### config.mk
export PLATFORM = sky130hd
export DESIGN_NAME = gps_time_sentence_parser
export DESIGN_NICKNAME = d
export VERILOG_FILES = /design/src/rtl/gtsp_pkg.sv /design/src/rtl/gtsp_in_reg.sv /design/src/rtl/gtsp_frame.sv /design/src/rtl/gtsp_out_reg.sv /design/src/rtl/gps_time_sentence_parser.sv
export SDC_FILE = /design/constraint.sdc
export NUM_CORES = 1
export LEC_CHECK = 0
export BUFFER_PORTS_ARGS = -buffer_cell sky130_fd_sc_hd__buf_4
export CAP_MARGIN = 20
export CELL_PAD_IN_SITES_DETAIL_PLACEMENT = 0
export CELL_PAD_IN_SITES_GLOBAL_PLACEMENT = 2
export CORE_ASPECT_RATIO = 0.5
export CORE_UTILIZATION = 36
export DETAILED_ROUTE_END_ITERATION = 16
export PLACE_DENSITY_LB_ADDON = 0.08
export RECOVER_POWER = 25
export SYNTH_ARGS = -nofsm -noshare
export SYNTH_HDL_FRONTEND = slang
export SYNTH_SLANG_ARGS = --single-unit
### constraint.sdc
create_clock -name clk -period 5.43 [get_ports clk]
set_input_delay 0.2715 -clock clk [delete_from_list [all_inputs] [get_ports clk]]
set_output_delay 0.2715 -clock clk [all_outputs]
set_load 0.1 [all_outputs]
### src/rtl/gtsp_pkg.sv
// ---------------------------------------------------------------------------
// gtsp_pkg
// Shared constants, types and template functions of the time-sentence parser.
// ---------------------------------------------------------------------------
package gtsp_pkg;

  // Frame geometry.
  localparam int FrameLen = 37;
  localparam int SumPos   = 34;
  localparam int MsScale  = 1000;

  // Framing and digit characters.
  localparam logic [7:0] CharStart = 8'h3E;  // '>'
  localparam logic [7:0] CharEnd   = 8'h3C;  // '<'
  localparam logic [7:0] CharNone  = 8'h00;  // no fixed character here

  // Result status codes.
  typedef enum logic [1:0] {
    ST_OK             = 2'd0,
    ST_NOT_RECOGNISED = 2'd1,
    ST_BAD_FORMAT     = 2'd2,
    ST_BAD_CHECKSUM   = 2'd3
  } status_t;

  // Numeric field that a frame position feeds.
  typedef enum logic [3:0] {
    FLD_DAY,
    FLD_MONTH,
    FLD_YEAR,
    FLD_HOUR,
    FLD_MINUTE,
    FLD_SECOND,
    FLD_MSEC,
    FLD_FIX,
    FLD_NONE
  } field_t;

  // One result item.
  typedef struct packed {
    status_t      status;
    logic [6:0]   day;
    logic [6:0]   month;
    logic [13:0]  year;
    logic [6:0]   hour;
    logic [6:0]   minute;
    logic [6:0]   second;
    logic [19:0]  microsecond;
    logic [3:0]   fix_mode;
  } result_t;

  // Fixed character expected at a position, CharNone for a wildcard.
  function automatic logic [7:0] fixed_char(input logic [5:0] p);
    logic [7:0] c;
    begin
      case (p)
        6'd0:    c = CharStart;
        6'd1:    c = 8'h52;  // 'R'
        6'd2:    c = 8'h54;  // 'T'
        6'd3:    c = 8'h4D;  // 'M'
        6'd26:   c = 8'h31;  // '1'
        6'd32:   c = 8'h3B;  // ';'
        6'd33:   c = 8'h2A;  // '*'
        6'd36:   c = CharEnd;
        default: c = CharNone;
      endcase
      return c;
    end
  endfunction

  // Numeric field fed by a position.
  function automatic field_t field_at(input logic [5:0] p);
    field_t f;
    begin
      case (p)
        6'd4, 6'd5:                f = FLD_HOUR;
        6'd6, 6'd7:                f = FLD_MINUTE;
        6'd8, 6'd9:                f = FLD_SECOND;
        6'd10, 6'd11, 6'd12:       f = FLD_MSEC;
        6'd13, 6'd14:              f = FLD_DAY;
        6'd15, 6'd16:              f = FLD_MONTH;
        6'd17, 6'd18, 6'd19, 6'd20: f = FLD_YEAR;
        6'd23:                     f = FLD_FIX;
        default:                   f = FLD_NONE;
      endcase
      return f;
    end
  endfunction

  // Hex digit value; bit 4 is set when the character is a valid hex digit.
  function automatic logic [4:0] hex_value(input logic [7:0] c);
    logic [4:0] v;
    begin
      if (c inside {[8'h30:8'h39]}) begin
        v = {1'b1, c[3:0]};
      end else if (c inside {[8'h41:8'h46], [8'h61:8'h66]}) begin
        v = {1'b1, c[3:0] + 4'd9};
      end else begin
        v = 5'd0;
      end
      return v;
    end
  endfunction

endpackage

### src/rtl/gtsp_in_reg.sv
// ---------------------------------------------------------------------------
// gtsp_in_reg
// Input register: holds one received character until the frame logic takes it.
// ---------------------------------------------------------------------------
module gtsp_in_reg (
  input  logic       clk,
  input  logic       rst_n,
  input  logic       in_valid,
  output logic       in_ready,
  input  logic [7:0] in_rx_char,
  input  logic       advance,
  output logic       char_valid,
  output logic [7:0] char_data
);

  logic       valid_r, valid_nxt;
  logic [7:0] char_r;

  // A new item may enter when the slot is empty or is being emptied.
  assign in_ready = !valid_r || advance;

  always_comb begin
    valid_nxt = valid_r;
    if (in_valid && in_ready) begin
      valid_nxt = 1'b1;
    end else if (advance) begin
      valid_nxt = 1'b0;
    end
  end

  always_ff @(posedge clk) begin
    if (!rst_n) begin
      valid_r <= 1'b0;
    end else begin
      valid_r <= valid_nxt;
    end
  end

  // The character itself needs no reset.
  always_ff @(posedge clk) begin
    if (in_valid && in_ready) begin
      char_r <= in_rx_char;
    end
  end

  assign char_valid = valid_r;
  assign char_data  = char_r;

endmodule

### src/rtl/gtsp_frame.sv
// ---------------------------------------------------------------------------
// gtsp_frame
// Frame state and per-character checks; builds the result when a frame closes.
// ---------------------------------------------------------------------------
module gtsp_frame (
  input  logic                clk,
  input  logic                rst_n,
  input  logic                step,
  input  logic [7:0]          rx_char,
  output logic                close,
  output gtsp_pkg::result_t   result
);

  // Frame state.
  logic [5:0]  pos_r, pos_nxt;
  logic [7:0]  xor_r, xor_nxt;
  logic        tmpl_err_r, tmpl_err_nxt;
  logic        digit_err_r, digit_err_nxt;
  logic        hex_err_r, hex_err_nxt;
  logic [7:0]  sum_r, sum_nxt;
  logic [6:0]  day_r, day_nxt;
  logic [6:0]  month_r, month_nxt;
  logic [13:0] year_r, year_nxt;
  logic [6:0]  hour_r, hour_nxt;
  logic [6:0]  minute_r, minute_nxt;
  logic [6:0]  second_r, second_nxt;
  logic [9:0]  msec_r, msec_nxt;
  logic [3:0]  fix_r, fix_nxt;

  // Working values for the character being stored.
  logic             is_start, full;
  logic [5:0]       p;
  logic [7:0]       fc;
  logic [4:0]       hv;
  gtsp_pkg::field_t fld;
  logic             is_digit;
  logic [3:0]       dig;
  logic [5:0]       s_pos;
  logic [7:0]       s_xor, s_sum;
  logic             s_tmpl, s_digit, s_hex;
  logic [6:0]       s_day, s_month, s_hour, s_minute, s_second;
  logic [13:0]      s_year;
  logic [9:0]       s_msec;
  logic [3:0]       s_fix;
  logic [5:0]       e_pos;
  logic [7:0]       e_xor, e_sum;
  logic             e_tmpl, e_digit, e_hex;
  gtsp_pkg::status_t status;

  always_comb begin
    is_start = (rx_char == gtsp_pkg::CharStart);
    full     = (pos_r >= 6'(gtsp_pkg::FrameLen));
    close    = !is_start && (full || rx_char == gtsp_pkg::CharEnd);

    // A start character stores into a freshly cleared frame at position 0.
    p        = is_start ? 6'd0 : pos_r;
    s_xor    = is_start ? 8'd0 : xor_r;
    s_sum    = is_start ? 8'd0 : sum_r;
    s_tmpl   = is_start ? 1'b0 : tmpl_err_r;
    s_digit  = is_start ? 1'b0 : digit_err_r;
    s_hex    = is_start ? 1'b0 : hex_err_r;
    s_day    = is_start ? 7'd0 : day_r;
    s_month  = is_start ? 7'd0 : month_r;
    s_year   = is_start ? 14'd0 : year_r;
    s_hour   = is_start ? 7'd0 : hour_r;
    s_minute = is_start ? 7'd0 : minute_r;
    s_second = is_start ? 7'd0 : second_r;
    s_msec   = is_start ? 10'd0 : msec_r;
    s_fix    = is_start ? 4'd0 : fix_r;
    s_pos    = p + 6'd1;

    // Fixed-character check against the template.
    fc = gtsp_pkg::fixed_char(p);
    if (fc != gtsp_pkg::CharNone && rx_char != fc) begin
      s_tmpl = 1'b1;
    end

    // Running checksum over the bytes ahead of the checksum digits.
    if (p < 6'(gtsp_pkg::SumPos)) begin
      s_xor = s_xor ^ rx_char;
    end

    // Received checksum, two hex digits.
    hv = gtsp_pkg::hex_value(rx_char);
    if (p == 6'(gtsp_pkg::SumPos) || p == 6'(gtsp_pkg::SumPos + 1)) begin
      if (!hv[4]) begin
        s_hex = 1'b1;
      end else begin
        s_sum = {s_sum[3:0], hv[3:0]};
      end
    end

    // Decimal fields accumulate one digit at a time.
    fld      = gtsp_pkg::field_at(p);
    is_digit = (rx_char inside {[8'h30:8'h39]});
    dig      = rx_char[3:0];
    if (fld != gtsp_pkg::FLD_NONE) begin
      if (!is_digit) begin
        s_digit = 1'b1;
      end else begin
        case (fld)
          gtsp_pkg::FLD_DAY:    s_day    = 7'(s_day * 7'd10 + 7'(dig));
          gtsp_pkg::FLD_MONTH:  s_month  = 7'(s_month * 7'd10 + 7'(dig));
          gtsp_pkg::FLD_YEAR:   s_year   = 14'(s_year * 14'd10 + 14'(dig));
          gtsp_pkg::FLD_HOUR:   s_hour   = 7'(s_hour * 7'd10 + 7'(dig));
          gtsp_pkg::FLD_MINUTE: s_minute = 7'(s_minute * 7'd10 + 7'(dig));
          gtsp_pkg::FLD_SECOND: s_second = 7'(s_second * 7'd10 + 7'(dig));
          gtsp_pkg::FLD_MSEC:   s_msec   = 10'(s_msec * 10'd10 + 10'(dig));
          gtsp_pkg::FLD_FIX:    s_fix    = dig;
          default: ;
        endcase
      end
    end

    // Next state: a close clears everything, otherwise the stored values.
    if (close) begin
      pos_nxt       = 6'd0;
      xor_nxt       = 8'd0;
      sum_nxt       = 8'd0;
      tmpl_err_nxt  = 1'b0;
      digit_err_nxt = 1'b0;
      hex_err_nxt   = 1'b0;
      day_nxt       = 7'd0;
      month_nxt     = 7'd0;
      year_nxt      = 14'd0;
      hour_nxt      = 7'd0;
      minute_nxt    = 7'd0;
      second_nxt    = 7'd0;
      msec_nxt      = 10'd0;
      fix_nxt       = 4'd0;
    end else begin
      pos_nxt       = s_pos;
      xor_nxt       = s_xor;
      sum_nxt       = s_sum;
      tmpl_err_nxt  = s_tmpl;
      digit_err_nxt = s_digit;
      hex_err_nxt   = s_hex;
      day_nxt       = s_day;
      month_nxt     = s_month;
      year_nxt      = s_year;
      hour_nxt      = s_hour;
      minute_nxt    = s_minute;
      second_nxt    = s_second;
      msec_nxt      = s_msec;
      fix_nxt       = s_fix;
    end

    // A full frame drops the character; an end character is stored first.
    e_pos   = full ? pos_r : s_pos;
    e_xor   = full ? xor_r : s_xor;
    e_sum   = full ? sum_r : s_sum;
    e_tmpl  = full ? tmpl_err_r : s_tmpl;
    e_digit = full ? digit_err_r : s_digit;
    e_hex   = full ? hex_err_r : s_hex;

    if (e_tmpl || e_pos != 6'(gtsp_pkg::FrameLen)) begin
      status = gtsp_pkg::ST_NOT_RECOGNISED;
    end else if (e_digit) begin
      status = gtsp_pkg::ST_BAD_FORMAT;
    end else if (e_hex || e_sum != e_xor) begin
      status = gtsp_pkg::ST_BAD_CHECKSUM;
    end else begin
      status = gtsp_pkg::ST_OK;
    end

    // A closing character feeds no field, so the fields are the stored ones.
    result        = '0;
    result.status = status;
    if (status == gtsp_pkg::ST_OK) begin
      result.day         = day_r;
      result.month       = month_r;
      result.year        = year_r;
      result.hour        = hour_r;
      result.minute      = minute_r;
      result.second      = second_r;
      result.microsecond = 20'(msec_r) * 20'(gtsp_pkg::MsScale);
      result.fix_mode    = fix_r;
    end
  end

  // State registers.
  always_ff @(posedge clk) begin
    if (!rst_n) begin
      pos_r       <= 6'd0;
      xor_r       <= 8'd0;
      sum_r       <= 8'd0;
      tmpl_err_r  <= 1'b0;
      digit_err_r <= 1'b0;
      hex_err_r   <= 1'b0;
      day_r       <= 7'd0;
      month_r     <= 7'd0;
      year_r      <= 14'd0;
      hour_r      <= 7'd0;
      minute_r    <= 7'd0;
      second_r    <= 7'd0;
      msec_r      <= 10'd0;
      fix_r       <= 4'd0;
    end else if (step) begin
      pos_r       <= pos_nxt;
      xor_r       <= xor_nxt;
      sum_r       <= sum_nxt;
      tmpl_err_r  <= tmpl_err_nxt;
      digit_err_r <= digit_err_nxt;
      hex_err_r   <= hex_err_nxt;
      day_r       <= day_nxt;
      month_r     <= month_nxt;
      year_r      <= year_nxt;
      hour_r      <= hour_nxt;
      minute_r    <= minute_nxt;
      second_r    <= second_nxt;
      msec_r      <= msec_nxt;
      fix_r       <= fix_nxt;
    end
  end

endmodule

### src/rtl/gtsp_out_reg.sv
// ---------------------------------------------------------------------------
// gtsp_out_reg
// Result register: holds one finished result until the receiver takes it.
// ---------------------------------------------------------------------------
module gtsp_out_reg (
  input  logic              clk,
  input  logic              rst_n,
  input  logic              load,
  input  gtsp_pkg::result_t result_in,
  input  logic              out_ready,
  output logic              out_valid,
  output logic              space,
  output gtsp_pkg::result_t result_out
);

  logic              valid_r, valid_nxt;
  gtsp_pkg::result_t result_r;

  // Room for a new result when empty or when the current one leaves now.
  assign space = !valid_r || out_ready;

  always_comb begin
    valid_nxt = valid_r;
    if (load) begin
      valid_nxt = 1'b1;
    end else if (out_ready) begin
      valid_nxt = 1'b0;
    end
  end

  always_ff @(posedge clk) begin
    if (!rst_n) begin
      valid_r <= 1'b0;
    end else begin
      valid_r <= valid_nxt;
    end
  end

  always_ff @(posedge clk) begin
    if (load) begin
      result_r <= result_in;
    end
  end

  assign out_valid  = valid_r;
  assign result_out = result_r;

endmodule

### src/rtl/gps_time_sentence_parser.sv
// ---------------------------------------------------------------------------
// gps_time_sentence_parser
// Parses a fixed 37-character time sentence, one character per item.
// ---------------------------------------------------------------------------
// The input channel (in_valid, in_ready, in_rx_char) takes one received
// character per item. A '>' starts a frame; a '<', or any other character
// arriving when 37 characters are held, closes it and yields one result on
// the output channel (out_valid, out_ready, out_*): status plus date, time,
// microseconds and fix digit, all zero unless status is ok.
// An accepted character is held in the input register; the frame logic then
// updates its state from it and, on a close, loads the result register, which
// offers the result on the output channel.
// One character is taken per cycle while no closing character is held back;
// the frame state update and the result register load happen in the same cycle.
// While the receiver stalls, characters that do not close a frame keep
// flowing; a closing character waits in the input register until the result
// register has room, and meanwhile in_ready stays low.
// Synchronous reset empties both registers and clears the frame state, so
// the parser waits for a new start character.
// ---------------------------------------------------------------------------
module gps_time_sentence_parser (
  input  logic        clk,
  input  logic        rst_n,
  input  logic        in_valid,
  output logic        in_ready,
  input  logic [7:0]  in_rx_char,
  output logic        out_valid,
  input  logic        out_ready,
  output logic [1:0]  out_status,
  output logic [6:0]  out_day,
  output logic [6:0]  out_month,
  output logic [13:0] out_year,
  output logic [6:0]  out_hour,
  output logic [6:0]  out_minute,
  output logic [6:0]  out_second,
  output logic [19:0] out_microsecond,
  output logic [3:0]  out_fix_mode
);

  logic              char_valid;
  logic [7:0]        char_data;
  logic              advance;
  logic              close;
  logic              space;
  gtsp_pkg::result_t frame_result;
  gtsp_pkg::result_t out_result;

  // Input register.
  gtsp_in_reg u_in_reg (
    .clk        (clk),
    .rst_n      (rst_n),
    .in_valid   (in_valid),
    .in_ready   (in_ready),
    .in_rx_char (in_rx_char),
    .advance    (advance),
    .char_valid (char_valid),
    .char_data  (char_data)
  );

  // A held character moves on unless it closes a frame and the result is blocked.
  assign advance = char_valid && (!close || space);

  // Frame logic.
  gtsp_frame u_frame (
    .clk     (clk),
    .rst_n   (rst_n),
    .step    (advance),
    .rx_char (char_data),
    .close   (close),
    .result  (frame_result)
  );

  // Result register.
  gtsp_out_reg u_out_reg (
    .clk        (clk),
    .rst_n      (rst_n),
    .load       (advance && close),
    .result_in  (frame_result),
    .out_ready  (out_ready),
    .out_valid  (out_valid),
    .space      (space),
    .result_out (out_result)
  );

  assign out_status      = out_result.status;
  assign out_day         = out_result.day;
  assign out_month       = out_result.month;
  assign out_year        = out_result.year;
  assign out_hour        = out_result.hour;
  assign out_minute      = out_result.minute;
  assign out_second      = out_result.second;
  assign out_microsecond = out_result.microsecond;
  assign out_fix_mode    = out_result.fix_mode;

endmodule

-- Word-level counts from Yosys, hierarchy flattened
Memory sizes are Yosys's and may differ from the RTL's.
Index checks and enable logic that the tools add are counted.
- flip-flop bits (word level): 173
- word-level logic and storage cells: 179
- memories kept: 1
- memory bits (writable): 0
- memory bits (read-only): 128
- bits in latches: 0
- eq/ne operators: 22
- $add $sub $neg: 9
- multiply operators: 8
- magnitude comparators: 8
- shifts and indexed selects: 0
- bitwise operators: 1
- divide/modulo/power cells: 0
- reductions and logical operators: 26
- mux-type cells: 77
- memory list (name ; words ; bits a word ; rd ports ; clocked after Yosys merged registers in ; write ports ; RTL line ; text):
    (no name shown) ; 32 ; 4 ; 1 ; 0 ; 0 ; gtsp_pkg.sv:74 ; case (p)
- operators with widths (cell ; number):
    $mux 7 ; 25
    $mux 8 ; 9
    $mux 14 ; 5
    $pmux 7 s8 ; 1
    $mux 10 ; 5
    $add 7x4->7 ; 5
    $mul 7x3->6 const B ; 5
    $eq 6x6->1 const B ; 5
    $mux 4 ; 6
    $mux 1 ; 18
    $mux 6 ; 3
    $mul 10x7->17 const B ; 1
    $eq 4x3->1 const B ; 4
    $eq 8x6->1 const B ; 2
    $ge 8x7->1 const B ; 2
    $le 8x7->1 const B ; 2
    $add 14x4->14 ; 1
    $mul 14x3->13 const B ; 1
    $eq 6x2->1 const B ; 2
    $add 10x4->10 ; 1
    $mul 10x3->9 const B ; 1
    $mux 5 ; 2
    $eq 4x2->1 const B ; 2
    $ge 8x6->1 const B ; 1
    22 further kinds ; 42

-- Depth between registers and ports, before layout
- depth after elaboration: 14
- gate-level depth with buffers: 25

-- Modules after synthesis
Synthesis repeated with hierarchy kept, for this count alone.
- cell total of the unflattened synthesis: 1357
- area total of the unflattened synthesis: 12899.9 um^2
- by module, submodules not included (module ; times used ; area an instance (um^2) ; cells an instance):
    gtsp_frame ; 1 ; 10282.4 ; 1262
    gtsp_out_reg ; 1 ; 2301.0 ; 79
    gtsp_in_reg ; 1 ; 297.8 ; 13
    gps_time_sentence_parser ; 1 ; 18.8 ; 3

-- Worst setup path after synthesis
Ideal clock, no wire load.
- path kind: register -> register
- from: register u_in_reg.char_r[0] (netlist: u_in_reg.char_data[0])
- to: register u_out_reg.result_r, in the netlist u_out_reg.result_out[17] (data pin)
- setup slack: -265 ps
- buffers on the path: 8
- period minus slack after synthesis: 5695 ps
- stages on the path, launching flop included: 25
- data required time: 5298 ps
- arrival time: 5563 ps
- cells stage by stage: edfxtp_1 -> clkbuf_1 -> clkbuf_1 -> inv_1 -> ha_1 -> and3_1 -> nand2_1 -> clkbuf_1 -> clkbuf_1 -> clkbuf_1 -> clkbuf_1 -> nand2_1 -> inv_1 -> ha_1 -> clkbuf_1 -> nand4_1 -> o22ai_1 -> xnor2_1 -> a22oi_1 -> o22a_1 -> o311a_1 -> a2111oi_2 -> nor4b_4 -> clkbuf_2 -> and3b_1
- cells in the longest elaborated chain, start to end: 14
- elaborated cells between the ends (all ways): 63
- classes of those cells: add/sub: 2; order compare: 7; eq/ne: 14; mux: 27; bitwise: 1; reduce/logical: 11; memory: 1
- ends and longest elaborated chain (item ; RTL line ; text):
    from (decl) ; gtsp_in_reg.sv:17 ; logic [7:0] char_r;
    from (signal assigned) ; gtsp_in_reg.sv:42 ; char_r <= in_rx_char;
    $ge 8x7->1 or $le 8x7->1 (tied branches) ; gtsp_pkg.sv:95 ; end else if (c inside {[8'h41:8'h46], [8'h61:8'h66]}) begin
    $logic_and 1x1->1 ; gtsp_pkg.sv:95 ;
    $reduce_bool 2->1 ; gtsp_pkg.sv:95 ;
    $mux 5 ; gtsp_pkg.sv:95 ;
    $mux 5 ; gtsp_pkg.sv:93 ; if (c inside {[8'h30:8'h39]}) begin
    $mux 8 ; gtsp_frame.sv:86 ; if (!hv[4]) begin
    $mux 8 ; gtsp_frame.sv:85 ; if (p == 6'(gtsp_pkg::SumPos) || p == 6'(gtsp_pkg::SumPos + 1)) begin
    $mux 8 ; gtsp_frame.sv:151 ; e_sum = full ? sum_r : s_sum;
    $ne 8x8->1 ; gtsp_frame.sv:160 ; end else if (e_hex || e_sum != e_xor) begin
    $logic_or 1x1->1 ; gtsp_frame.sv:160 ;
    $mux 2 ; gtsp_frame.sv:160 ;
    $mux 2 ; gtsp_frame.sv:158 ; end else if (e_digit) begin
    $mux 2 * ; gtsp_frame.sv:156 ; if (e_tmpl || e_pos != 6'(gtsp_pkg::FrameLen)) begin
    $logic_not 2->1 * ; gtsp_frame.sv:169 ; if (status == gtsp_pkg::ST_OK) begin
    to (signal assigned) ; gtsp_out_reg.sv:41 ; result_r <= result_in;
    to (decl) ; gtsp_out_reg.sv:17 ; gtsp_pkg::result_t result_r;
Every way passes the cells marked *; elsewhere a longest branch is shown, timed or not.
A chain may end at the register's enable or synchronous reset.

-- Final worst setup path
- from: register u_frame.msec_r[1]
- to: register u_out_reg.result_r, in the netlist u_out_reg.result_out[22] (data pin)
- cells in the longest elaborated chain, start to end: 1
- ends and longest elaborated chain (item ; RTL line ; text):
    from (decl) ; gtsp_frame.sv:27 ; logic [9:0] msec_r, msec_nxt;
    from (signal assigned) ; gtsp_frame.sv:211 ; msec_r <= msec_nxt;
    $mul 10x7->17 ; gtsp_frame.sv:176 ; result.microsecond = 20'(msec_r) * 20'(gtsp_pkg::MsScale);
No other way between the ends.

==> out/qor.tcl <==
set qor(run_status) {finished with violations}
set qor(failed_checks) {DRC}
set qor(grt_setup_unrepaired) {no}
set qor(synth.distinct_cells) 73
set qor(power-per-cell-area_nw_per_um2) 200.9
set qor(dp_cells) 1841
set qor(antenna_cells_inserted) 0
set qor(setup_viol) 0
set qor(power_leakage_nw) 5.902
set qor(yosys-top-cells-count) {sky130_fd_sc_hd__and2_1 (133), sky130_fd_sc_hd__ha_1 (115), sky130_fd_sc_hd__dfxtp_1 (90)}
set qor(boundaryPins) 89
set qor(setup.reg_to_reg.worst_slack_ps) 760
set qor(final_layout_size_suffix_gt1_share_pct) 6.899
set qor(grt.total_usage_pct) 19.41
set qor(synthCells) 1330
set qor(max_freq_mhz) 213.9
set qor(rr_worst_depth) 15
set qor(cp-end-kind) {flip-flop}
set qor(cell_type_with_the_largest_total_area_after_synthesis) {sky130_fd_sc_hd__edfxtp_1}
set qor(synth_warnings) 0
set qor(count_of_cells_along_the_worst_hold_path) 3
set qor(maxCapViolations) 0
set qor(area_delta_synth_final_pct) 12.29
set qor(drtAntennaViolNets) 0
set qor(dieWidth_um) 267.1
set qor(yosys.cell_count.top_type) {sky130_fd_sc_hd__and2_1}
set qor(synth.yosys.seq_area_share_pct) 33.24
set qor(fin_setup_tns_ps) 0
set qor(r2r_end) {u_out_reg.result_out[22]$_SDFFCE_PP0P_}
set qor(ys_async_sr_fraction_pct) 0
set qor(post_cts_hold_buffer_count) 8
set qor(mappedNetlistArea_sq_um) 12650
set qor(initial_utilization_pct) 36.62
set qor(worst_clock_skew_ps) 12.73
set qor(first_iter_violations) 594
set qor(post_drt_wl_per_cell_um) 17.96
set qor(cts_tree) {yes}
set qor(worst_r2r_startpoint) {u_frame.msec_r[1]$_SDFFE_PN0P_}
set qor(post_synth.cell_area_avg_sq_um) 9.509
set qor(dr.pass1.iters) 11
set qor(finalCritPeriodShare_pct) 86.09
set qor(path_class) {flip-flop to flip-flop}
set qor(slew_headroom_pct) 21.02
set qor(vias) 9743
set qor(synth-edff-count) 80
set qor(number_of_failing_hold_endpoints_at_the_final_stage) 0
set qor(globalplace.congestion) 0.8462
set qor(crit_path_start_kind) {flip-flop}
set qor(fp.coreArea_sq_um) 34530
set qor(dp_hpwl_mm) 23.61
set qor(cts_root_buffer) {sky130_fd_sc_hd__clkbuf_16}
set qor(cts_buffer_depth) 2
set qor(hp-class) {input port to flip-flop}
set qor(fin_worst_hold_slack_ps) 87.44
set qor(final-instance-count-excl-fill) 1881
set qor(grt_max_degree) 90
set qor(timing.critical_path.arrival_ps) 4890
set qor(cts_repair_resize_count) 0
set qor(layout.nets) 1563
set qor(cts_setup_buffers) 0
set qor(number_of_rows_in_the_core_area) 48
set qor(maximum_ir_drop_on_the_vdd_rail_v) 0.0001825
set qor(tritoncts_num_sinks) 170
set qor(min_to) {u_in_reg.char_valid$_SDFFE_PN0P_}
set qor(period_minus_slack_ps) 4675
set qor(vias_in_the_first_global_route) 9870
set qor(critical_path.max_fanout) 7
set qor(io_buffers) 85
set qor(fp.dieArea_sq_um) 35930
set qor(number_of_antenna_violations_at_the_first_check_in_global_routing) 0
set qor(synth_top_cell_area_share_pct) 18.99
set qor(viasPerCell) 5.180
set qor(gr-total-overflow) 0
set qor(h-tree-depth) 4
set qor(synth-seq-cells) 170
set qor(primary_flip_flop_cell_chosen_by_synthesis_mapping) {sky130_fd_sc_hd__dfxtp_1}
set qor(inserted_clock_buffers) 17
set qor(synth_top_cells_by_area) {sky130_fd_sc_hd__edfxtp_1 (19%), sky130_fd_sc_hd__dfxtp_1 (14%), sky130_fd_sc_hd__ha_1 (11%)}
set qor(startpoint_of_the_most_critical_hold_path) {in_valid}
set qor(chipHeight_um) 134.5
set qor(wirelength_mm) 33.79
set qor(number_of_fill_cells_in_the_layout) 3494
set qor(timing_worst_slew_pin_value_ps) 1190
set qor(clkTransAtPathRegs_ps) 70
set qor(worst_ep_required_time_ps) 5640
set qor(drc) 1
set qor(clock_latency_ps) 450
set qor(report.final.slew_viol_count) 0
set qor(wire_length_of_the_first_global_routing_pass_mm) 53.87
==> registers in the layout, indices dropped and copies added (netlist names), 8 cells and up <==
signal,cells
u_in_reg.char_data,8
u_frame.msec_r,10
u_frame.year_r,14
u_out_reg.result_out,72
u_frame.sum_r,8
u_frame.xor_r,8
==> power by group <==
group	leakage, nW	total (mW)	switching, mW	internal, mW
logic	3.97	0.220	0.143	0.0766
registers	1.64	1.35	0.0144	1.34
clock network	0.291	1.28	0.588	0.690
==> layer usage <==
metal	track usage (%)	vias to the layer above	routed length [um]
met2	31.70	151	15390
met1	26.82	4775	17060
li1	-	4795	-
met4	4.662	0	333
met5	0	-	0
met3	3.191	22	999
==> metrics by stage <==
stage	worst slack, ps	instance area, sq um	power, mW	utilization (%)
2_1_floorplan	29.03	12660	1.523	-
3_3_place_gp	722.8	13780	1.594	39.90
3_5_place_dp	712.1	13810	1.598	39.98
4_1_cts	702.3	14480	2.899	41.92
5_1_grt	359.9	14200	2.959	41.12
6_report	755.1	14200	2.852	41.12
==> cell families (layout without fill, tap and decap cells) <==
kind of cell / Yosys count / after routing / synth area share [%]
other: 1 / 3 / 0.02965
AO/OA/AOI/OAI: 283 / 283 / 14.94
AND/OR/NAND/NOR: 433 / 433 / 18.92
adder cells (fa/ha/maj): 159 / 159 / 18.26
multiplexers: 31 / 31 / 2.562
buffers and inverters: 145 / 219 / 4.571
XOR/XNOR: 108 / 108 / 7.479
flip-flops: 170 / 170 / 33.24
==> cell usage in the layout, fill, tap and decap left out, types with 20 or more instances in the layout <==
master | synthesis | layout
sky130_fd_sc_hd__clkbuf_1 | 54 | 74
sky130_fd_sc_hd__and2_1 | 133 | 133
sky130_fd_sc_hd__o21ai_0 | 59 | 57
sky130_fd_sc_hd__nand2_1 | 88 | 87
sky130_fd_sc_hd__mux2i_1 | 20 | 20
sky130_fd_sc_hd__xor2_1 | 33 | 33
sky130_fd_sc_hd__ha_1 | 115 | 115
sky130_fd_sc_hd__nor2b_1 | 66 | 66
sky130_fd_sc_hd__xnor2_1 | 75 | 75
sky130_fd_sc_hd__a22oi_1 | 34 | 34
sky130_fd_sc_hd__edfxtp_1 | 80 | 80
sky130_fd_sc_hd__dfxtp_1 | 90 | 90
sky130_fd_sc_hd__nor2_1 | 49 | 48
sky130_fd_sc_hd__inv_1 | 70 | 69
sky130_fd_sc_hd__buf_4 | 3 | 26
sky130_fd_sc_hd__a21oi_1 | 57 | 57
sky130_fd_sc_hd__fa_1 | 43 | 43
==> critical path, stage by stage, from the launching register on <==
cell and delay, ps:
sky130_fd_sc_hd__dfxtp_1 500, sky130_fd_sc_hd__fa_1 520, sky130_fd_sc_hd__fa_1 520, sky130_fd_sc_hd__fa_1 540
sky130_fd_sc_hd__inv_1 50, sky130_fd_sc_hd__fa_1 490, sky130_fd_sc_hd__inv_1 40, sky130_fd_sc_hd__ha_1 330
sky130_fd_sc_hd__a21oi_1 230, sky130_fd_sc_hd__nor2b_1 80, sky130_fd_sc_hd__o21a_1 190, sky130_fd_sc_hd__o41a_1 350
sky130_fd_sc_hd__a31oi_1 210, sky130_fd_sc_hd__a21oi_1 100, sky130_fd_sc_hd__xor2_1 140, sky130_fd_sc_hd__and2_1 150
==> cell type report <==
| class | count | area (sq um) | area share [%] |
|---|---|---|---|
| Clock buffer | 18 | 429.2 | 3.022 |
| Clock inverter | 14 | 160.2 | 1.128 |
| Inverter | 70 | 262.8 | 1.850 |
| Multi-Input combinational cell | 1017 | 7894 | 55.59 |
| Sequential cell | 170 | 4204 | 29.60 |
| Tap cell | 475 | 594.3 | 4.185 |
| Timing Repair Buffer | 117 | 656.9 | 4.626 |
==> worst max-delay path by stage <==
stage | from | endpoint | cells past startpoint
after floorplan | u_in_reg.char_data[0]$_DFFE_PP_ | u_out_reg.result_out[17]$_SDFFCE_PP0P_ | 24
after global placement | u_frame.msec_r[2]$_SDFFE_PN0P_ | u_out_reg.result_out[23]$_SDFFCE_PP0P_ | 17
after detailed placement | u_frame.msec_r[1]$_SDFFE_PN0P_ | u_out_reg.result_out[20]$_SDFFCE_PP0P_ | 15
after CTS | u_frame.msec_r[2]$_SDFFE_PN0P_ | u_out_reg.result_out[23]$_SDFFCE_PP0P_ | 17
after global routing | u_frame.msec_r[2]$_SDFFE_PN0P_ | u_out_reg.result_out[23]$_SDFFCE_PP0P_ | 17
final | u_frame.msec_r[1]$_SDFFE_PN0P_ | u_out_reg.result_out[22]$_SDFFCE_PP0P_ | 15
(Power assumes the default switching activity.)
